===== config.mk =====
export PLATFORM = sky130hd
export DESIGN_NAME = pgg_fifo
export DESIGN_NICKNAME = d
export VERILOG_FILES = /design/src/pgg_pkg.sv /design/src/pgg_fifo.sv
export SDC_FILE = /design/constraint.sdc
export NUM_CORES = 1
export LEC_CHECK = 0
export BUFFER_PORTS_ARGS = -buffer_cell sky130_fd_sc_hd__buf_4
export CORE_MARGIN = 2
export CORE_UTILIZATION = 45
export DETAILED_ROUTE_END_ITERATION = 10
export GPL_ROUTABILITY_DRIVEN = 0
export MAX_ROUTING_LAYER = met4
export PLACE_DENSITY = 0.71
export SYNTH_ARGS = -nofsm -noshare
export SYNTH_HDL_FRONTEND = slang
export SYNTH_SLANG_ARGS = --single-unit

===== constraint.sdc =====
create_clock -name i_clk -period 3 [get_ports i_clk]
set_input_delay 0.15 -clock i_clk [delete_from_list [all_inputs] [get_ports i_clk]]
set_output_delay 0.15 -clock i_clk [all_outputs]
set_load 0.01 [all_outputs]

===== src/pgg_pkg.sv =====
// ----------------------------------------------------------------------------
// pgg_pkg
// Constants, codes and shared types of the point grid gradient classifier.
// ----------------------------------------------------------------------------
package pgg_pkg;

    // Default grid size and the widest row or column index the grid allows.
    localparam int GRID_ROWS_DEF = 128;
    localparam int GRID_COLS_DEF = 128;
    localparam int IDX_W_MAX     = 10;

    // Depth of the command queue between the front and the back.
    localparam int CMD_Q_DEPTH = 4;

    // Field widths.
    localparam int OP_W    = 2;
    localparam int COORD_W = 16;
    localparam int QIDX_W  = 7;
    localparam int CFG_W   = 4;
    localparam int COUNT_W = 16;
    localparam int DIFF_W  = 17;
    localparam int LEVEL_W = 4;

    localparam int IN_DATA_W  = 48;
    localparam int OUT_DATA_W = 64;

    localparam logic [CFG_W-1:0] CELL_LOG2_RST = 4'd7;

    // Operation codes, also used as command kinds in the queue.
    localparam logic [OP_W-1:0] OP_CLEAR = 2'd0;
    localparam logic [OP_W-1:0] OP_ADD   = 2'd1;
    localparam logic [OP_W-1:0] OP_QUERY = 2'd2;

    // Level banding.
    localparam int LEVEL_MAX = 5;
    localparam int DIFF_BAND = 20;
    localparam int MAG_FLOOR = 20;
    localparam int MAG_TOP   = 200;

    localparam logic [COUNT_W-1:0] COUNT_MAX = 16'hFFFF;

    // Which of the three cells of a query lie inside the grid.
    typedef struct packed {
        logic here;
        logic down;
        logic right;
    } t_cell_ok;

endpackage


===== src/pgg_fifo.sv =====
// ----------------------------------------------------------------------------
// pgg_fifo
// Small register queue that decouples the front from the back.
// ----------------------------------------------------------------------------
module pgg_fifo #(
    parameter int DATA_W = 8,
    parameter int DEPTH  = pgg_pkg::CMD_Q_DEPTH
) (
    input  logic              i_clk,
    input  logic              i_rst_n,
    input  logic              i_push,
    input  logic [DATA_W-1:0] i_data,
    output logic              o_full,
    input  logic              i_pop,
    output logic [DATA_W-1:0] o_data,
    output logic              o_empty
);

    localparam int PW    = (DEPTH > 1) ? $clog2(DEPTH) : 1;
    localparam int CNT_W = $clog2(DEPTH + 1);

    logic [DATA_W-1:0] r_mem [DEPTH];
    logic [PW-1:0]     r_wp;
    logic [PW-1:0]     r_rp;
    logic [CNT_W-1:0]  r_cnt;
    logic              do_push;
    logic              do_pop;

    assign o_full  = (r_cnt == CNT_W'(DEPTH));
    assign o_empty = (r_cnt == '0);
    assign do_push = i_push && !o_full;
    assign do_pop  = i_pop && !o_empty;
    assign o_data  = r_mem[r_rp];

    always_ff @(posedge i_clk) begin
        if (do_push) begin
            r_mem[r_wp] <= i_data;
        end
    end

    always_ff @(posedge i_clk) begin
        if (!i_rst_n) begin
            r_wp  <= '0;
            r_rp  <= '0;
            r_cnt <= '0;
        end else begin
            if (do_push) begin
                r_wp <= (r_wp == PW'(DEPTH - 1)) ? '0 : r_wp + PW'(1);
            end
            if (do_pop) begin
                r_rp <= (r_rp == PW'(DEPTH - 1)) ? '0 : r_rp + PW'(1);
            end
            if (do_push && !do_pop) begin
                r_cnt <= r_cnt + CNT_W'(1);
            end else if (do_pop && !do_push) begin
                r_cnt <= r_cnt - CNT_W'(1);
            end
        end
    end

endmodule


==> results of run 1 <==
## flip-flops by register name (all words and copies together), names as in the netlist, named ones only
signal	cells
r_cnt	3
r_mem	32
r_wp	2
r_rp	2
## cells in the final DEF (no fill, tap or decap)
master         synthesis  final
or3_1                  1      1
nor3b_2                1      1
xnor2_1                1      1
edfxtp_1              32     32
clkbuf_4               0      5
and2_1                 5      5
nand2_1                6      6
xor2_1                 1      1
nor2_1                 2      2
a21boi_0               1      1
nor2b_1                2      2
dfxtp_1                9      9
inv_1                  3      3
o31ai_1                1      1
nor3_1                 1      1
clkbuf_1               1      1
fa_1                   1      1
o21ai_0                3      3
buf_4                  0     21
mux4_2                 8      8
dlygate4sd3_1          0      8
clkinv_2               0      2
ha_1                   6      6
nand3_1                2      2
mux2i_1                3      3
## through the flow
step / setup slack [ps] / cells / cell area (um2)
finish: 671 / 172 / 1960
global route: 399 / 172 / 1960
CTS: 618 / 171 / 1950
detailed placement: 640 / 156 / 1830
global placement: 785 / 156 / 1830
floorplan: 907 / 93 / 1630
## cell type report
| type | instances | area, um2 |
|---|---|---|
| sequential | 41 | 1140 |
| fill | 279 | 1460 |
| clock inverter | 2 | 10.0 |
| tap | 46 | 57.6 |
| inverter | 3 | 11.3 |
| timing repair buffer | 29 | 238 |
| multi-input combinational | 45 | 460 |
| clock buffer | 6 | 41.3 |
## Yosys cell counts (2+ instances only)
cell type  number
edfxtp_1       32
dfxtp_1         9
mux4_2          8
ha_1            6
nand2_1         6
and2_1          5
inv_1           3
mux2i_1         3
o21ai_0         3
buf_2           2
nand3_1         2
nor2_1          2
nor2b_1         2
## cells by family (layout without fill, tap and decap cells)
group	after synthesis	after routing	synth area share
mux	11	11	0.129
buf+inv	7	40	0.0176
simple gates	20	20	0.0660
flops	41	41	0.700
compound gates	5	5	0.0184
xor+xnor	2	2	0.0107
fa+ha+maj	7	7	0.0583
## layer usage
metal  global-route usage  up-vias  part of all wire
met5                    -        -                 0
met3               0.0317        8             0.036
li1                     -      410                 -
met2                0.230       16              0.52
met1                0.157      415              0.42
met4               0.0878        0             0.030
## power by group through the flow
stage	Combinational (mW)	Sequential, mW	Clock, mW
after detailed placement	0.405	0.790	0
after global placement	0.392	0.784	0
after CTS	0.415	0.777	0.263
after global routing	0.451	0.788	0.285
after floorplan	0.288	0.745	0
final	0.407	0.773	0.254
## critical path: cells and delay by family, from the launching register on
kind	cells	cell delay, ps
XOR/XNOR	1	160
AND/OR/NAND/NOR	3	780
flip-flops	1	460
buffers and inverters	1	60
adder cells (fa/ha/maj)	2	650
AO/OA/AOI/OAI	1	160
## worst max path at each step
stage / slack [ps] / startpoint / to / cells past startpoint
3_3_place_gp: 790 / r_cnt[0] / r_cnt[2] / 8
5_1_grt: 400 / r_cnt[0] / r_cnt[2] / 8
4_1_cts: 620 / r_cnt[0] / r_cnt[2] / 8
6_report: 670 / r_cnt[0] / r_cnt[2] / 8
3_5_place_dp: 640 / r_cnt[0] / r_cnt[2] / 8
2_1_floorplan: 910 / r_cnt[0] / r_cnt[2] / 7
==> metrics.csv, run 1 <==
metric;value;unit
Area contributors post-synth;edfxtp_1 (59%), dfxtp_1 (11%), mux4_2 (11%);
status;finished clean;
largest area contributor in the netlist;edfxtp_1;
hold path start;i_rst_n;
RR Endpoint;r_cnt[2];
GRT Util Overall;0.141;
row cnt;21;
Pre-antenna DRT Iters;4;
worst r2r src;r_cnt[0];
Fin. Hold Viols;0;
# diodes;0;
CTS clock-pin slew for the worst setup and hold paths;110;ps
Core Region;3420;um2
Worst R2R Path Depth;8;
Hold-fix buffers, CTS;7;
wire length per cell;14.0;um
setup bufs post-CTS;0;
first-pass GRT wire length;4.02;mm
Pleak;0.715;nW
final WL;2.41;mm
PostCTS Resize Cnt;0;
worst-margin pin slew;556;ps
largest net degree at the start of global routing;13;
Initial Util;0.477;
register area share after synthesis;0.700;
Net Sw Power;0.413;mW
Avg Inst Size Synth;17.5;um2
die area;4120;um2
Slew Viols, Final;0;
clock group share of total power;0.177;
MaxCap Viol Count;0;
Post-synth EDFFs;32;
Die Ht;64.2;um
reg2reg setup slack;670;ps
ANT nets after route;0;
DP Wirelength;1.71;mm
Mapped Cells;93;
final net count;144;
Netlist cell types;23;
Hold Crit Class;input port to flip-flop;
Worst Hold End;r_cnt[0];
Num CTS Buffers;5;
Min Hold Slack;101;ps
vias per inst;4.94;
final setup vio count;0;
worst-path maximum fanout;7;
clk_lat worst skew;350;ps
CP Class;flip-flop to flip-flop;
initial DRC count;22;
slowest stage delay, CP;460;ps
CTS max path bufs;2;
worst-case headroom to the max-slew limit;0.629;
die width;64.2;um
Remaining DRCs;0;
vias after detailed routing;849;
clk sink count;41;
Gate power share;0.284;
vias in the first global route;866;
clock skew;8.89;ps
worst path cell trace;nor3b_2 -> nor2b_1 -> ha_1 -> inv_1 -> fa_1 -> xor2_1 -> or3_1 -> a21boi_0;
H-tree depth;2;
peak supply drop;0.000449;V
area growth from synthesis to layout;20.2;%
pwr/cell area;732;nW/um2
Post-Syn Area;1630;um2
RSZ-0062 raised after global routing;false;
number of synthesized register bits;41;
yosys warns;0;
minimum clock period;2330;ps
Port Buf Inserts;21;
Net Sw Frac;0.288;
prevailing post-synth register cell;edfxtp_1;
setup TNS;0;ps
initial antenna violation count;0;
fin util;0.574;
TritonCTS clock tree;built;
Min-Delay Path Depth;2;
Cell Int Power;1.02;mW
post-synthesis async set-or-reset flop share;0;
GRT Residual Overflow;0;
syn nets;112;
Crit-path slowest cell;dfxtp_1;
Worst setup EP type;flip-flop;
CP Data Required Time;3280;ps
Power Total;1.43;mW
Seq pwr share;0.539;
Worst Setup Start Kind;flip-flop;
Yosys top cell area share;0.589;
Final period util;0.776;
share of layout cells above drive strength 1;0.294;
Ports;22;
Root Buffer;clkbuf_4;
Max Clock Freq;0.429;GHz
Critical Path AT;2610;ps
No activity file was read; power rests on OpenSTA's default activity.
==> run 2: changes to the inputs <==
Settings changed: PLACE_DENSITY 0.71 to 0.73.
Clock period 3 ns to 1.9 ns, I/O delays scaled along.
==> metrics.csv, run 2 (same netlist as run 1, synthesis figures left out) <==
metric;value;unit;change
# diodes;0;;unchanged
vias per inst;4.97;;+0.63%
CP Data Required Time;2170;ps;-1110 ps
slowest stage delay, CP;340;ps;-120 ps
Ports;22;;unchanged
clk_lat worst skew;340;ps;about the same
ANT nets after route;0;;unchanged
RSZ-0062 raised after global routing;true;;
Placement Setup Slack;-48.9;ps;-689 ps
max reg flops;32;;unchanged
GRT Util Overall;0.150;;+0.00957
worst-case headroom to the max-slew limit;0.711;;+0.0820
initial DRC count;19;;-14%
most frequent cells in the layout;edfxtp_1 (32), buf_4 (30), mux4_2 (8), dlygate4sd3_1 (8);;
Crit-path slowest cell;dfxtp_2;;
Initial Util;0.477;;unchanged
Core Region;3420;um2;unchanged
Worst setup EP type;flip-flop;;
CP Class;flip-flop to flip-flop;;
commonest non-fill, non-tap cell in the layout;edfxtp_1;;
area growth from synthesis to layout;29.4;%;
peak supply drop;0.00102;V;+130%
Root Buffer;clkbuf_4;;
wire length per cell;14.3;um;+2.1%
minimum clock period;1920;ps;-406 ps
largest register by flop count;r_mem;;
Remaining DRCs;0;;unchanged
Slew Viols, Final;0;;unchanged
final net count;154;;+6.9%
Hold Crit Class;input port to flip-flop;;
kind of cell adding the most delay to the critical path;adder cells;;
MaxCap Viol Count;0;;unchanged
Die Ht;64.2;um;unchanged
clock skew;7.78;ps;-1.11 ps
Pre-antenna DRT Iters;4;;unchanged
Final period util;1.01;;+0.236
first-pass GRT wire length;4.35;mm;+8.3%
DP Area;1940;um2;+6.2%
Critical Path AT;2190;ps;-420 ps
largest net degree at the start of global routing;14;;+1
DP Wirelength;1.75;mm;+2.0%
# fillers;262;;-6.1%
TritonCTS clock tree;built;;
CTS clock-pin slew for the worst setup and hold paths;110;ps;about the same
cell area after layout;2110;um2;+7.7%
vias in the first global route;903;;+4.3%
row cnt;21;;unchanged
share of layout cells above drive strength 1;0.404;;+0.111
H-tree depth;2;;unchanged
CTS max path bufs;2;;unchanged
worst-path maximum fanout;4;;-3
status;finished with violations;;
setup bufs post-CTS;0;;unchanged
Worst Setup Start Kind;flip-flop;;
PnR worst setup slack;-22.6;ps;-694 ps
Buf+Inv Stages, Crit Path;2;;+1
GRT Residual Overflow;0;;unchanged
Num CTS Buffers;5;;unchanged
failing checks;setup timing;;
Port Buf Inserts;21;;unchanged
die width;64.2;um;unchanged
Fin. Hold Viols;0;;unchanged
Max Clock Freq;0.520;GHz;+21%
worst-margin pin slew;433;ps;-122 ps
Power Total;2.58;mW;+80%
die area;4120;um2;unchanged
setup TNS;-22.6;ps;-22.6 ps
Largest regs;r_mem: 32 flops, r_cnt: 3 flops;;
final setup vio count;1;;+1
clk sink count;41;;unchanged
initial antenna violation count;0;;unchanged
reg2reg setup slack;-20;ps;-690 ps
Pleak;0.776;nW;+8.5%
vias after detailed routing;904;;+6.5%
final WL;2.61;mm;+8.1%
pwr/cell area;1220;nW/um2;+67%
worst path cell trace;buf_6 -> o31ai_4 -> ha_4 -> inv_2 -> fa_2 -> xor2_1 -> or3_1 -> a21boi_1;;
run 2: final cells by class:
cell class	instances	area, um2	share of cell area
Sequential cell	41	1150	0.544
Multi-Input combinational cell	45	498	0.236
Timing Repair Buffer	39	317	0.150
Tap cell	46	57.6	0.0273
Clock inverter	3	41.3	0.0196
Clock buffer	5	37.5	0.0178
Inverter	3	11.3	0.00534
run 2: final timing paths:
check                start        to  cells after the start
hold reg to reg    r_wp[1]   r_wp[1]                      2
hold / removal     i_rst_n  r_cnt[0]                      2
setup / recovery  r_cnt[2]  r_cnt[2]                      8
setup reg to reg  r_cnt[2]  r_cnt[2]                      8
run 2: through the flow:
step	utilization	hold slack (ps)	instances
after CTS	0.618	36.9	182
after detailed placement	0.568	300	166
after floorplan	-	194	93
after global placement	0.568	294	166
after global routing	0.618	52.6	182
final	0.618	50.7	182
run 2: what timing repair did:
action	4_1_cts	5_1_grt
gates cloned	0	0
endpoints found under the setup margin	1	1
hold buffers	8	0
resized for setup	4	0
hold endpoints to repair	32	0
run 2: power by group:
part / total [mW] / internal [mW] / switching, mW
Clock: 0.541 / 0.272 / 0.268
Sequential: 1.20 / 1.11 / 0.0855
Combinational: 0.840 / 0.481 / 0.359
Total: 2.58 / 1.86 / 0.713
run 2: routing by layer:
layer | GRT usage | wire (um)
met1 | 0.174 | 1130
met2 | 0.251 | 1310
met3 | 0.0475 | 124
met4 | 0.0479 | 43
met5 | - | 0
==> run 3: changes to the inputs <==
Settings changed: PLACE_DENSITY 0.73 to 0.71.
Clock period 1.9 ns to 2.14 ns, I/O delays scaled along.
==> metrics.csv, run 3 (same netlist as run 1, synthesis figures left out) <==
metric;value;unit;change
status;finished clean;;
GRT Util Overall;0.143;;-0.00755
Slew Viols, Final;0;;unchanged
final setup vio count;0;;-1
DP Wirelength;1.72;mm;-1.4%
commonest non-fill, non-tap cell in the layout;edfxtp_1;;
max reg flops;32;;unchanged
Root Buffer;clkbuf_4;;
GRT Residual Overflow;0;;unchanged
CP Data Required Time;2410;ps;+240 ps
largest register by flop count;r_mem;;
Remaining DRCs;0;;unchanged
share of layout cells above drive strength 1;0.359;;-0.0450
vias per inst;4.98;;+0.32%
slowest stage delay, CP;380;ps;+40 ps
die area;4120;um2;unchanged
# diodes;0;;unchanged
ANT nets after route;0;;unchanged
largest net degree at the start of global routing;14;;unchanged
Worst R2R Path Depth;7;;-1
CTS max path bufs;2;;unchanged
Port Buf Inserts;21;;unchanged
DP Area;1840;um2;-5.1%
Pre-antenna DRT Iters;4;;unchanged
pwr/cell area;1120;nW/um2;-8.0%
vias after detailed routing;867;;-4.1%
wire length per cell;14.6;um;+1.8%
row cnt;21;;unchanged
hold path start;i_rst_n;;
area of the multi-input gates;479;um2;-3.8%
worst-path maximum fanout;5;;+1
die width;64.2;um;unchanged
Die Ht;64.2;um;unchanged
MaxCap Viol Count;0;;unchanged
clk sink count;41;;unchanged
Pleak;0.749;nW;-3.5%
RR Endpoint;r_cnt[2];;
final net count;146;;-5.2%
clock skew;11.4;ps;+3.63 ps
worst-case headroom to the max-slew limit;0.630;;-0.0814
peak supply drop;0.000611;V;-40%
Ports;22;;unchanged
worst path cell trace;o31ai_4 -> ha_2 -> inv_1 -> fa_1 -> xor2_1 -> or3_1 -> a21boi_0;;
initial antenna violation count;0;;unchanged
CTS clock-pin slew for the worst setup and hold paths;120;ps;about the same
Largest regs;r_mem: 32 flops, r_cnt: 3 flops;;
worst r2r src;r_cnt[1];;
worst-margin pin slew;555;ps;+121 ps
Core Region;3420;um2;unchanged
clk_lat worst skew;340;ps;about the same
RSZ-0062 raised after global routing;false;;
Worst setup EP type;flip-flop;;
initial DRC count;27;;+8
first-pass GRT wire length;4.22;mm;-3.0%
minimum clock period;2040;ps;+115 ps
Initial Util;0.477;;unchanged
# fillers;283;;+8.0%
Max Clock Freq;0.491;GHz;-5.6%
Worst Hold End;r_cnt[0];;
Final period util;0.952;;-0.0597
most frequent cells in the layout;edfxtp_1 (32), buf_4 (23), mux4_2 (8), dlygate4sd3_1 (8);;
Critical Path AT;2310;ps;+120 ps
area growth from synthesis to layout;25.6;%;
H-tree depth;2;;unchanged
Crit-path slowest cell;dfxtp_2;;
setup TNS;0;ps;+22.6 ps
Reg area;1140;um2;-0.22%
Hold Crit Class;input port to flip-flop;;
Num CTS Buffers;5;;unchanged
TritonCTS clock tree;built;;
setup bufs post-CTS;0;;unchanged
final WL;2.54;mm;-2.7%
cell area after layout;2050;um2;-2.9%
Fin. Hold Viols;0;;unchanged
vias in the first global route;920;;+1.9%
reg2reg setup slack;100;ps;+130 ps
Min-Delay Path Depth;2;;unchanged
Worst Setup Start Kind;flip-flop;;
CP Class;flip-flop to flip-flop;;
[run 3: where the power goes]
group / switching (mW) / total, mW / internal, mW
sequential: 0.117 / 1.10 / 0.984
clock: 0.236 / 0.597 / 0.362
combinational: 0.252 / 0.603 / 0.350
[run 3: critical path: cells and delay by family (launching register included)]
kind | cells | cell delay, ps
buf+inv | 1 | 50
flops | 1 | 380
fa+ha+maj | 2 | 620
simple gates | 1 | 310
compound gates | 2 | 450
xor+xnor | 1 | 160
[run 3: what timing repair did]
action                     4_1_cts  5_1_grt
gates resized for setup          1        6
setup endpoints to repair        1        1
hold endpoints to repair        32        0
pin swaps                        0        1
hold buffers                     8        0
[run 3: worst max path at each step]
stage,endpoint,slack [ps],from,cells after the start
finish,r_cnt[2],100,r_cnt[1],7
global route,r_cnt[2],6,r_cnt[1],7
CTS,r_cnt[2],10,r_cnt[0],8
detailed placement,r_cnt[2],10,r_cnt[1],7
global placement,r_cnt[2],170,r_cnt[0],7
floorplan,r_cnt[2],50,r_cnt[0],7
[run 3: layout make-up]
| cell class | count | share of cell area |
|---|---|---|
| clock inverter | 3 | 0.0318 |
| tap | 46 | 0.0281 |
| clock buffer | 5 | 0.0183 |
| multi-input combinational | 45 | 0.234 |
| inverter | 3 | 0.00550 |
| timing repair buffer | 31 | 0.123 |
| sequential | 41 | 0.559 |
[run 3: routing by layer]
layer	track usage	share of wire	vias to the layer above
li1	-	-	416
met5	-	0	-
met3	0.0493	0.044	5
met2	0.246	0.53	17
met1	0.154	0.41	429
met4	0.0479	0.015	0
[run 3: stage by stage]
| step | setup slack [ps] | power [mW] | hold WS [ps] | instances | util |
|---|---|---|---|---|---|
| 2_1_floorplan | 47.1 | 1.45 | 206 | 93 | - |
| 3_3_place_gp | 167 | 1.66 | 307 | 158 | 0.540 |
| 3_5_place_dp | 13.0 | 1.69 | 311 | 158 | 0.540 |
| 4_1_cts | 12.0 | 2.30 | 56.8 | 174 | 0.595 |
| 5_1_grt | 5.52 | 2.43 | 57.4 | 174 | 0.600 |
| 6_report | 102 | 2.30 | 71.9 | 174 | 0.600 |
