===== src/pgg_pkg.sv =====
// ----------------------------------------------------------------------------
// pgg_pkg
// Constants, codes and shared types of the point grid gradient classifier.
// ----------------------------------------------------------------------------
package pgg_pkg;

    // Default grid size and the widest row or column index the grid allows.
    localparam int GRID_ROWS_DEF = 128;
    localparam int GRID_COLS_DEF = 128;
    localparam int IDX_W_MAX     = 10;

    // Depth of the command queue between the front and the back.
    localparam int CMD_Q_DEPTH = 4;

    // Field widths.
    localparam int OP_W    = 2;
    localparam int COORD_W = 16;
    localparam int QIDX_W  = 7;
    localparam int CFG_W   = 4;
    localparam int COUNT_W = 16;
    localparam int DIFF_W  = 17;
    localparam int LEVEL_W = 4;

    localparam int IN_DATA_W  = 48;
    localparam int OUT_DATA_W = 64;

    localparam logic [CFG_W-1:0] CELL_LOG2_RST = 4'd7;

    // Operation codes, also used as command kinds in the queue.
    localparam logic [OP_W-1:0] OP_CLEAR = 2'd0;
    localparam logic [OP_W-1:0] OP_ADD   = 2'd1;
    localparam logic [OP_W-1:0] OP_QUERY = 2'd2;

    // Level banding.
    localparam int LEVEL_MAX = 5;
    localparam int DIFF_BAND = 20;
    localparam int MAG_FLOOR = 20;
    localparam int MAG_TOP   = 200;

    localparam logic [COUNT_W-1:0] COUNT_MAX = 16'hFFFF;

    // Which of the three cells of a query lie inside the grid.
    typedef struct packed {
        logic here;
        logic down;
        logic right;
    } t_cell_ok;

endpackage


===== src/pgg_front.sv =====
// ----------------------------------------------------------------------------
// pgg_front
// Accepts input transactions, bins points into grid cells and queues commands.
// ----------------------------------------------------------------------------
module pgg_front #(
    parameter int GRID_ROWS = pgg_pkg::GRID_ROWS_DEF,
    parameter int GRID_COLS = pgg_pkg::GRID_COLS_DEF
) (
    input  logic                              i_clk,
    input  logic                              i_rst_n,
    input  logic                              i_cfg_we,
    input  logic [pgg_pkg::CFG_W-1:0]         i_cfg_wdata,
    input  logic                              i_valid,
    output logic                              o_ready,
    input  logic [pgg_pkg::OP_W-1:0]          i_op,
    input  logic signed [pgg_pkg::COORD_W-1:0] i_x,
    input  logic signed [pgg_pkg::COORD_W-1:0] i_y,
    input  logic [pgg_pkg::QIDX_W-1:0]        i_qrow,
    input  logic [pgg_pkg::QIDX_W-1:0]        i_qcol,
    input  logic                              i_q_full,
    input  logic                              i_init_done,
    output logic                              o_push,
    output logic [pgg_pkg::OP_W+$clog2(GRID_ROWS)+$clog2(GRID_COLS)+2:0] o_entry
);

    localparam int RW    = $clog2(GRID_ROWS);
    localparam int CW    = $clog2(GRID_COLS);
    localparam int SH_W  = pgg_pkg::COORD_W + 1;
    localparam int POS_W = pgg_pkg::COORD_W + 2;
    localparam int QX_W  = pgg_pkg::IDX_W_MAX + 1;

    localparam logic signed [POS_W-1:0] ROWS_S  = POS_W'(GRID_ROWS);
    localparam logic signed [POS_W-1:0] COLS_S  = POS_W'(GRID_COLS);
    localparam logic signed [POS_W-1:0] COL_OFS = POS_W'(GRID_COLS / 2);
    localparam logic [QX_W-1:0]         ROWS_Q  = QX_W'(GRID_ROWS);
    localparam logic [QX_W-1:0]         COLS_Q  = QX_W'(GRID_COLS);

    logic [pgg_pkg::CFG_W-1:0] r_cell_log2;

    logic [SH_W-1:0]         round_add;
    logic signed [SH_W-1:0]  x_sum;
    logic signed [SH_W-1:0]  y_sum;
    logic signed [SH_W-1:0]  x_cell;
    logic signed [SH_W-1:0]  y_cell;
    logic signed [POS_W-1:0] row_s;
    logic signed [POS_W-1:0] col_s;
    logic                    add_ok;
    logic [QX_W-1:0]         q_row;
    logic [QX_W-1:0]         q_col;
    logic [QX_W-1:0]         q_row_n;
    logic [QX_W-1:0]         q_col_n;
    pgg_pkg::t_cell_ok       q_ok;
    logic [RW-1:0]           e_row;
    logic [CW-1:0]           e_col;
    logic                    keep;

    always_ff @(posedge i_clk) begin
        if (!i_rst_n) begin
            r_cell_log2 <= pgg_pkg::CELL_LOG2_RST;
        end else if (i_cfg_we) begin
            r_cell_log2 <= i_cfg_wdata;
        end
    end

    // Ceiling division by the cell edge: add edge-1, then shift arithmetically.
    assign round_add = (SH_W'(1) << r_cell_log2) - SH_W'(1);
    assign x_sum     = $signed({i_x[pgg_pkg::COORD_W-1], i_x}) + $signed(round_add);
    assign y_sum     = $signed({i_y[pgg_pkg::COORD_W-1], i_y}) + $signed(round_add);
    assign x_cell    = x_sum >>> r_cell_log2;
    assign y_cell    = y_sum >>> r_cell_log2;
    assign row_s     = $signed({x_cell[SH_W-1], x_cell});
    assign col_s     = $signed({y_cell[SH_W-1], y_cell}) + COL_OFS;

    assign add_ok = !row_s[POS_W-1] && (row_s < ROWS_S) &&
                    !col_s[POS_W-1] && (col_s < COLS_S);

    assign q_row   = QX_W'(i_qrow);
    assign q_col   = QX_W'(i_qcol);
    assign q_row_n = q_row + QX_W'(1);
    assign q_col_n = q_col + QX_W'(1);

    assign q_ok.here  = (q_row < ROWS_Q) && (q_col < COLS_Q);
    assign q_ok.down  = (q_row_n < ROWS_Q) && (q_col < COLS_Q);
    assign q_ok.right = (q_row < ROWS_Q) && (q_col_n < COLS_Q);

    always_comb begin
        e_row = q_row[RW-1:0];
        e_col = q_col[CW-1:0];
        keep  = 1'b0;
        case (i_op)
            pgg_pkg::OP_CLEAR: begin
                keep = 1'b1;
            end
            pgg_pkg::OP_ADD: begin
                e_row = row_s[RW-1:0];
                e_col = col_s[CW-1:0];
                keep  = add_ok;
            end
            pgg_pkg::OP_QUERY: begin
                keep = 1'b1;
            end
            default: begin
                keep = 1'b0;
            end
        endcase
    end

    assign o_ready = !i_q_full && i_init_done;
    assign o_push  = i_valid && o_ready && keep;
    assign o_entry = {i_op, e_row, e_col, q_ok};

endmodule


===== config.mk =====
export PLATFORM = sky130hd
export DESIGN_NAME = pgg_front
export DESIGN_NICKNAME = d
export VERILOG_FILES = /design/src/pgg_pkg.sv /design/src/pgg_front.sv
export SDC_FILE = /design/constraint.sdc
export NUM_CORES = 1
export LEC_CHECK = 0
export ABC_AREA = 1
export BUFFER_PORTS_ARGS = -buffer_cell sky130_fd_sc_hd__buf_2
export CAP_MARGIN = 15
export CORE_MARGIN = 8
export CORE_UTILIZATION = 45
export DETAILED_ROUTE_END_ITERATION = 8
export PLACE_DENSITY = 0.67
export SETUP_SLACK_MARGIN = 0.05
export SLEW_MARGIN = 40
export SYNTH_ARGS = -nofsm -noshare
export SYNTH_HDL_FRONTEND = slang
export SYNTH_SLANG_ARGS = --single-unit
export TNS_END_PERCENT = 100

===== constraint.sdc =====
create_clock -name i_clk -period 6 [get_ports i_clk]
set_input_delay 0.3 -clock i_clk [delete_from_list [all_inputs] [get_ports i_clk]]
set_output_delay 0.3 -clock i_clk [all_outputs]
set_load 0.03 [all_outputs]

==> results_dict.tcl, run 1 <==
set metrics [dict create \
    layout_commonest_cell "nand2_1" \
    mostFrequentLayoutCells "nand2_1 (256), nand3_1 (137), inv_1 (94), buf_2 (77), nor2_1 (62)" \
    top_regs "r_cell_log2: 4 flops" \
    leakage_nw 2.70 \
    cts.sinks 4 \
    synth-main-ff-cell "dfxtp_1" \
    tns_ns 0 \
    ios 79 \
    finalCritPeriodShare_pct 91.3 \
    start_util_pct 45.5 \
    critPathSlowestCell "xor2_1" \
    timing.rr.start "r_cell_log2[1]" \
    antenna_found_initial 0 \
    fin_ws_ns 0.524 \
    vias_per_cell 5.47 \
    die_y_um 114 \
    maxCapViolations 0 \
    dp.cells 1026 \
    drc_errors 0 \
    core_um2 9590 \
    critPathArrivalTime_ns 5.18 \
    clkLatencyLatePin_ns 0.22 \
    yosys_warnings 0 \
    clkTransAtPathRegs_ns 0.03 \
    nFillCells 1097 \
    synth.top_cell.area_share_pct 22.0 \
    drive_gt1_share_pct 17.3 \
    rows 36 \
    place_ws_ns 0.671 \
    synth_compound_area_share_pct 14.2 \
    cts_setup_buffers 0 \
    die_x_um 114 \
    routedWlPerCell_um 14.9 \
    syn-cell-area_um2 4360 \
    synth-xor-area-share_pct 4.42 \
    start_kind "register" \
    setup_viol 0 \
    fin_cells 1029 \
    antenna_left 0 \
    synth_mux_area_share_pct 0.459 \
    power_density_nw_per_um2 169 \
    vias 5627 \
    dr.pass1.iters 6 \
    r2r_end "r_cell_log2[1]" \
    final_hold_viol_count 0 \
    yosysSeqAreaShare_pct 1.83 \
    synth_cells 830 \
    path_max_fanout 6 \
    synth_fa_ha_area_share_pct 11.0 \
    hp-start "i_cfg_wdata[2]" \
    slew_headroom_pct 61.7 \
    clockRootBuffer "clkbuf_8" \
    rsz0062_at_grt "false" \
    cts_max_path_buffers 2 \
    grt_max_degree 37 \
    area_delta_synth_final_pct 12.8 \
    hp-class "in2reg" \
    synth_top_family_by_area "simple AND/OR/NAND/NOR gates" \
    grt-ovfl-total 0 \
    ys_types 47 \
    critPathMaxStageDelay_ns 0.47 \
    hold_slack_ns 0.305 \
    tightest_slew_ns 0.570 \
    htreeDepth 1 \
    required_ns 5.70 \
    status "finished clean" \
    regMostFlops "r_cell_log2" \
    gp_congestion 0.961 \
    hold_depth 3 \
    synthSimpleGateAreaFrac_pct 55.4 \
    grt_pass1_wl_um 24600 \
    reg2reg_depth 3 \
    finalMaxSlewViolations 0 \
    synth_seq_cells 4 \
    cts_tree "built" \
    r2r_slack_ns 4.67 \
    ir_worst_vdd_mv 0.0745 \
    track_usage_pct 23.1 \
    routed_wl_um 15400 \
    yosys-top-cells-area "nand2_1 (22%), nand3_1 (16%), ha_1 (10%)" \
    die-area_um2 13100 \
    synth_edf_count 0 \
    numCtsBuffers 3 \
    diodes 0 \
    io_buffers 77 \
    whs_endpoint "r_cell_log2[2]" \
    setup.worst_path.class "reg2out" \
    cp-end-kind "primary output" \
    final.min_clock_period_ns 5.48 \
    largest_register_ff_count 4 \
    place_hpwl_um 12700 \
    drt_iter0_markers 443 \
    syn_avg_cell_area_um2 5.26 \
    clock_skew_ns 0 \
    nNetsFinal 993 \
    async_reset_ff_share_pct 0 \
    path_common_cell "nand2_1" \
    grt_pass1_vias 5151 \
    post-synth-top-area-cell "nand2_1" \
    timing.fmax_ghz 0.183 \
]
[layout make-up]
class                   count  area (um2)  share of cell area, %
well taps                 133         166                   3.38
multi-input cells         693        3750                   76.1
flip-flops and latches      4        80.1                   1.63
inverters                 107         412                   8.36
clock buffers               3        41.3                  0.838
repair buffers             89         475                   9.65
[what timing repair did]
action | in CTS | in global routing
gates resized for setup | 0 | 1
hold buffers | 0 | 0
setup endpoints to repair | 0 | 1
[routing by layer]
metal  track usage, %  up-vias  share of wire, %
met3             2.53       46               6.9
met5                0        -                 0
met4             10.8        0               4.2
met2             38.9      224                46
met1             28.5     2483                43
li1                 -     2874                 -
[worst max-delay path by stage]
stage | start | cells past startpoint | slack (ns) | to
finish | r_cell_log2[1] | 29 | 0.52 | o_push
global route | r_cell_log2[1] | 32 | 0.14 | o_push
CTS | r_cell_log2[1] | 28 | 0.43 | o_push
detailed placement | r_cell_log2[1] | 28 | 0.67 | o_push
global placement | r_cell_log2[1] | 28 | 0.80 | o_push
floorplan | r_cell_log2[1] | 29 | 1.11 | o_push
[cells in the mapped netlist, types with 5 or more instances]
master,instances
a21oi_1,30
a21oi_2,5
a31oi_1,7
buf_1,6
buf_2,6
clkbuf_1,11
ha_1,35
inv_1,94
inv_2,10
nand2_1,256
nand2_2,14
nand3_1,137
nand3_2,15
nand4_1,15
nor2_1,62
nor2_2,6
nor3_1,6
o21ai_0,28
xnor2_1,10
xor2_1,12
[through the flow]
step | util [%] | instance area (um2) | total power [W]
finish | 51.3 | 4920 | 0.000835
global route | 51.3 | 4920 | 0.000929
global placement | 50.8 | 4880 | 0.000762
detailed placement | 50.8 | 4880 | 0.000761
floorplan | - | 4370 | 0.000590
CTS | 51.3 | 4920 | 0.000822
[critical path: cells and delay by family, from the launching register on]
kind                       cells  cell delay (ns)
and+or+nand+nor               17             2.01
AOI/OAI and AO/OA              4             0.68
DFF                            1             0.35
xor gates and xnor gates       1             0.47
buffers and inverters          4             0.50
adders and majority gates      3             0.95
[cell families (layout without fill, tap and decap cells)]
kind of cell | count (synthesis) | count (layout)
xor gates and xnor gates | 22 | 22
AOI/OAI and AO/OA | 101 | 101
and+or+nand+nor | 527 | 527
muxes | 2 | 2
buffers and inverters | 135 | 199
other | 2 | 4
adders and majority gates | 37 | 37
DFF | 4 | 4
[where the power goes]
| group | switching (W) | total, W | internal, W |
|---|---|---|---|
| logic | 0.000499 | 0.000747 | 0.000248 |
| registers | 0.00000243 | 0.0000311 | 0.0000287 |
| clock network | 0.0000137 | 0.0000565 | 0.0000428 |
Note: power is estimated with default switching activity, not from simulation.
==> run 2, diff against run 1 <==
--- a/config.mk
+++ b/config.mk
@@ -5,7 +5,6 @@
 export SDC_FILE = /design/constraint.sdc
 export NUM_CORES = 1
 export LEC_CHECK = 0
-export ABC_AREA = 1
 export BUFFER_PORTS_ARGS = -buffer_cell sky130_fd_sc_hd__buf_2
 export CAP_MARGIN = 15
 export CORE_MARGIN = 8
==> results_dict.tcl, run 2 <==
set metrics [dict create \
    status "finished clean" \
    dr_wl_met3_um 1200 \
    htreeDepth 1 \
    diodes 0 \
    nFillCells 902 \
    routed_wl_um 15800 \
    start_util_pct 45.7 \
    async_reset_ff_share_pct 0 \
    top_regs "r_cell_log2: 4 flops" \
    synth_most_common_cell "nand2_1" \
    synth_top_family_by_area "compound AO/OA/AOI/OAI gates" \
    finalInstanceArea_um2 4930 \
    path_max_fanout 47 \
    layout_commonest_cell "nand2_1" \
    dr_wl_met2_um 7110 \
    finalCritPeriodShare_pct 94.3 \
    synth-main-ff-cell "dfxtp_1" \
    largest_register_ff_count 4 \
    post-synth-top-area-cell "ha_1" \
    synth_compound_area_share_pct 40.1 \
    met1_length_um 7220 \
    cts.sinks 4 \
    cts_tree "built" \
    synth_seq_cells 4 \
    core_um2 9060 \
    grt_pass1_wl_um 25000 \
    antenna_found_initial 0 \
    yosys_warnings 0 \
    setup_viol 0 \
    synth-xor-area-share_pct 6.98 \
    critPathArrivalTime_ns 5.36 \
    maxCapViolations 0 \
    fin_util_pct 54.4 \
    dr.pass1.iters 6 \
    regMostFlops "r_cell_log2" \
    mostFrequentLayoutCells "nand2_1 (88), buf_2 (76), nor2_1 (58), a21oi_1 (55), o21ai_0 (54)" \
    ys_types 73 \
    cp-end-kind "primary output" \
    drt_iter0_markers 469 \
    clkLatencyLatePin_ns 0.21 \
    place_hpwl_um 12600 \
    final.min_clock_period_ns 5.66 \
    vias 5166 \
    grt_pass1_vias 4788 \
    ios 79 \
    yosys-top-cells-area "ha_1 (11%), nand2_1 (8.0%), a21oi_1 (7.3%)" \
    seqCellArea_um2 81.3 \
    die_x_um 112 \
    fin_ws_ns 0.340 \
    synth.top_cell.area_share_pct 10.6 \
    io_buffers 77 \
    gp_congestion 0.955 \
    synthTopCellsByCount "nand2_1 (88), a21oi_1 (60), nor2_1 (59)" \
    die_y_um 112 \
    clock_skew_ns 0 \
    die-area_um2 12500 \
    nNetsFinal 799 \
    hold_slack_ns 0.325 \
    place_ws_ns -0.130 \
    yosysSeqAreaShare_pct 1.93 \
    cts_hold_buf 0 \
    finalMaxSlewViolations 0 \
    drc_errors 0 \
    numCtsBuffers 3 \
    grt_max_degree 55 \
    track_usage_pct 23.8 \
    top_layer "met4" \
    grt-ovfl-total 0 \
    area_delta_synth_final_pct 19.2 \
    dpl_cell_area_um2 4670 \
    clkTransAtPathRegs_ns 0.03 \
    syn_avg_cell_area_um2 6.49 \
    start_kind "register" \
    drive_gt1_share_pct 23.1 \
    synth_fa_ha_area_share_pct 11.5 \
    routedWlPerCell_um 19.5 \
    synth_edf_count 0 \
    synthSimpleGateAreaFrac_pct 24.2 \
    setup.worst_path.class "reg2out" \
    antenna_left 0 \
    leakage_nw 2.11 \
    timing.fmax_ghz 0.177 \
    multi_input_area_um2 4000 \
    final_hold_viol_count 0 \
    tightest_slew_ns 0.608 \
    power_density_nw_per_um2 177 \
    synth_mux_area_share_pct 8.88 \
    rows 35 \
    synth_cells 638 \
    slew_headroom_pct 59.5 \
    ir_worst_vdd_mv 0.0914 \
    vias_per_cell 6.35 \
    hp-class "in2reg" \
    clockRootBuffer "clkbuf_8" \
    required_ns 5.70 \
    syn-cell-area_um2 4140 \
    cts_max_path_buffers 2 \
]
run 2: cell type report:
cell class / instances / share of cell area (%)
inverter: 12 / 0.913
tap: 111 / 2.81
multi-input combinational: 574 / 81.1
timing repair buffer: 109 / 12.7
clock buffer: 3 / 0.837
sequential: 4 / 1.65
run 2: worst max-delay path: stages, from the launching register on:
cell	delay (ns)
dfxtp_1	0.34
buf_4	0.44
nand2_1	0.27
nor2_1	0.39
a21o_1	0.26
ha_2	0.37
a211oi_1	0.28
o2111ai_1	0.15
a21oi_1	0.27
a311oi_4	0.10
mux2i_2	0.32
o221ai_2	0.21
a221o_1	0.44
and2_1	0.23
a2111oi_1	0.44
nor2_1	0.10
mux2i_1	0.15
a41o_1	0.19
clkbuf_4	0.19
run 2: metal layers:
metal  vias to the layer above  GRT usage (%)
met3                        23           4.06
met5                         -              0
met4                         0           5.56
met1                      2391           31.9
met2                       223           38.4
li1                       2529              -
run 2: path summary, 6_finish.rpt:
| kind | depth (start not counted) | endpoint | slack, ns | startpoint |
|---|---|---|---|---|
| setup / recovery | 18 | o_push | 0.34 | r_cell_log2[1] |
| setup reg to reg | 4 | r_cell_log2[2] | 4.61 | r_cell_log2[2] |
| hold reg to reg | 3 | r_cell_log2[0] | 0.85 | r_cell_log2[0] |
| hold / removal | 3 | r_cell_log2[0] | 0.32 | i_cfg_wdata[0] |
run 2: repair_timing:
action	in CTS	in global routing
endpoints found under the hold margin	0	0
buffers inserted	2	2
pin swaps	1	6
gates cloned	0	0
gates resized for setup	14	29
setup endpoints to repair	1	1
run 2: cell families (layout without fill, tap and decap cells):
group | count (synthesis) | count (layout)
AND/OR/NAND/NOR | 220 | 220
multiplexers | 32 | 32
adder cells (fa/ha/maj) | 37 | 37
buffers and inverters | 62 | 124
AO/OA/AOI/OAI | 248 | 248
XOR/XNOR | 33 | 33
flip-flops | 4 | 4
other | 2 | 4
run 2: metrics by stage:
stage	setup TNS [ns]	power, W	instances
after global routing	-0.116	0.000945	813
after detailed placement	-0.130	0.000756	806
after CTS	0	0.000834	811
after floorplan	0	0.000559	640
after global placement	0	0.000751	806
final	0	0.000872	813
run 2: power by group:
| group | internal, W | switching (W) |
|---|---|---|
| registers | 0.0000287 | 0.00000107 |
| clock network | 0.0000427 | 0.0000129 |
| logic | 0.000304 | 0.000483 |
| total | 0.000375 | 0.000497 |
==> run 3, diff against run 2 <==
--- a/config.mk
+++ b/config.mk
@@ -10,7 +10,7 @@
 export CORE_MARGIN = 8
 export CORE_UTILIZATION = 45
 export DETAILED_ROUTE_END_ITERATION = 8
-export PLACE_DENSITY = 0.67
+export PLACE_DENSITY = 0.68
 export SETUP_SLACK_MARGIN = 0.05
 export SLEW_MARGIN = 40
 export SYNTH_ARGS = -nofsm -noshare
==> results_dict.tcl, run 3 (synthesis gave the netlist of run 2 again) <==
set metrics [dict create \
    status "finished clean" \
    rows 35 \
    crit_family "compound AO/OA/AOI/OAI gates" \
    power_density_nw_per_um2 175 \
    critPathMaxStageDelay_ns 0.48 \
    grt-ovfl-total 0 \
    diodes 0 \
    critPathSlowestCell "or4_1" \
    clkLatencyLatePin_ns 0.22 \
    grt_pass1_wl_um 24300 \
    leakage_nw 2.13 \
    final_hold_viol_count 0 \
    setup_viol 0 \
    antenna_left 0 \
    crit_buf_inv 4 \
    vias 5209 \
    top_usage_layer "met2" \
    ir_worst_vdd_mv 0.0855 \
    vias_per_cell 6.37 \
    cts_max_path_buffers 2 \
    clock_skew_ns 0 \
    cts_tree "built" \
    routedWlPerCell_um 19.0 \
    nFillCells 920 \
    antenna_found_initial 0 \
    start_util_pct 45.7 \
    dr.pass1.iters 5 \
    cts.sinks 4 \
    timing.fmax_ghz 0.175 \
    layout_commonest_cell "nand2_1" \
    routed_wl_um 15500 \
    grt_pass1_vias 4660 \
    cts_hold_buf 0 \
    start_kind "register" \
    finalMaxSlewViolations 0 \
    htreeDepth 1 \
    maxCapViolations 0 \
    cp-end-kind "primary output" \
    mostFrequentLayoutCells "nand2_1 (88), buf_2 (77), nor2_1 (57), a21oi_1 (54), o21ai_0 (53)" \
    drt_iter0_markers 472 \
    grt_max_degree 48 \
    grt_use_met2_pct 35.8 \
    seqCellArea_um2 81.3 \
    die-area_um2 12500 \
    track_usage_pct 23.1 \
    core_um2 9060 \
    path_max_fanout 15 \
    io_buffers 77 \
    largest_register_ff_count 4 \
    grt_use_met3_pct 3.41 \
    setup.worst_path.class "reg2out" \
    area_delta_synth_final_pct 19.2 \
    fin_ws_ns 0.275 \
    hp-class "in2reg" \
    die_y_um 112 \
    top_regs "r_cell_log2: 4 flops" \
    critPathArrivalTime_ns 5.42 \
    clkTransAtPathRegs_ns 0.04 \
    clockRootBuffer "clkbuf_8" \
    finalCritPeriodShare_pct 95.4 \
    drc_errors 0 \
    place_hpwl_um 12300 \
    rsz0062_at_grt "false" \
    numCtsBuffers 3 \
    die_x_um 112 \
    place_ws_ns -0.0357 \
    hold_slack_ns 0.307 \
    nNetsFinal 804 \
    slew_headroom_pct 60.6 \
    regMostFlops "r_cell_log2" \
    tightest_slew_ns 0.585 \
    gr-usage-met1_pct 32.2 \
    final.min_clock_period_ns 5.72 \
    drive_gt1_share_pct 23.3 \
    crit_chain "nor2_1 -> inv_1 -> nor2_4 -> inv_1 -> ha_4 -> nand2_1 -> o2bb2ai_1 -> a32o_1 -> ha_1 -> o21a_1 -> o21ai_0 -> or4_1 -> and3_2 -> a221oi_2 -> a211oi_1 -> o32a_1 -> ha_2 -> buf_4 -> or3_1 -> o311ai_0 -> nand2_1 -> a41o_1 -> a41o_1 -> buf_2" \
    multi_input_area_um2 3960 \
    required_ns 5.70 \
    ios 79 \
    gp_congestion 0.977 \
]
## run 3: layout make-up
| cell class | instances | area share (%) |
|---|---|---|
| multi-input combinational | 574 | 80.1 |
| timing repair buffer | 114 | 13.7 |
| tap | 111 | 2.81 |
| sequential | 4 | 1.65 |
| inverter | 12 | 0.913 |
| clock buffer | 3 | 0.837 |
## run 3: metrics by stage
stage          cells  utilization [%]  setup TNS (ns)  instance area (um2)  power [W]
2_1_floorplan    640                -               0                 4150   0.000559
3_3_place_gp     807             51.6               0                 4680   0.000748
3_5_place_dp     807             51.6         -0.0357                 4680   0.000751
4_1_cts          810             52.3               0                 4740   0.000815
5_1_grt          818             54.5               0                 4940   0.000936
6_report         818             54.5               0                 4940   0.000866
## run 3: worst paths after layout
path               endpoint  slack [ns]  cells after the start           start
max                  o_push        0.28                     24  r_cell_log2[2]
min          r_cell_log2[0]        0.31                      3  i_cfg_wdata[0]
max reg2reg  r_cell_log2[2]        4.81                      4  r_cell_log2[2]
min reg2reg  r_cell_log2[0]        0.59                      2  r_cell_log2[0]
## run 3: routing by layer
metal  up-vias  share of wire (%)
li1       2547                  -
met2       238                 43
met4         0                2.8
met1      2393                 46
met3        31                7.8
met5         -                  0
## run 3: worst reg2reg max path, cell delays in order, from the launching register on
cell and delay (ns):
dfxtp_1 0.34, buf_6 0.28, inv_1 0.13, buf_4 0.19
o211ai_1 0.16
## run 3: power by group
| part | leakage, nW | internal, W | switching [W] |
|---|---|---|---|
| clock | 0.0216 | 0.0000428 | 0.0000138 |
| combinational | 2.07 | 0.000304 | 0.000476 |
| sequential | 0.0330 | 0.0000287 | 0.00000136 |
| total | 2.13 | 0.000375 | 0.000491 |
## run 3: what timing repair did
action,CTS,global route
buffers inserted,0,8
gates resized for setup,8,30
setup endpoints to repair,1,1
pin swaps,1,5
hold endpoints to repair,0,0
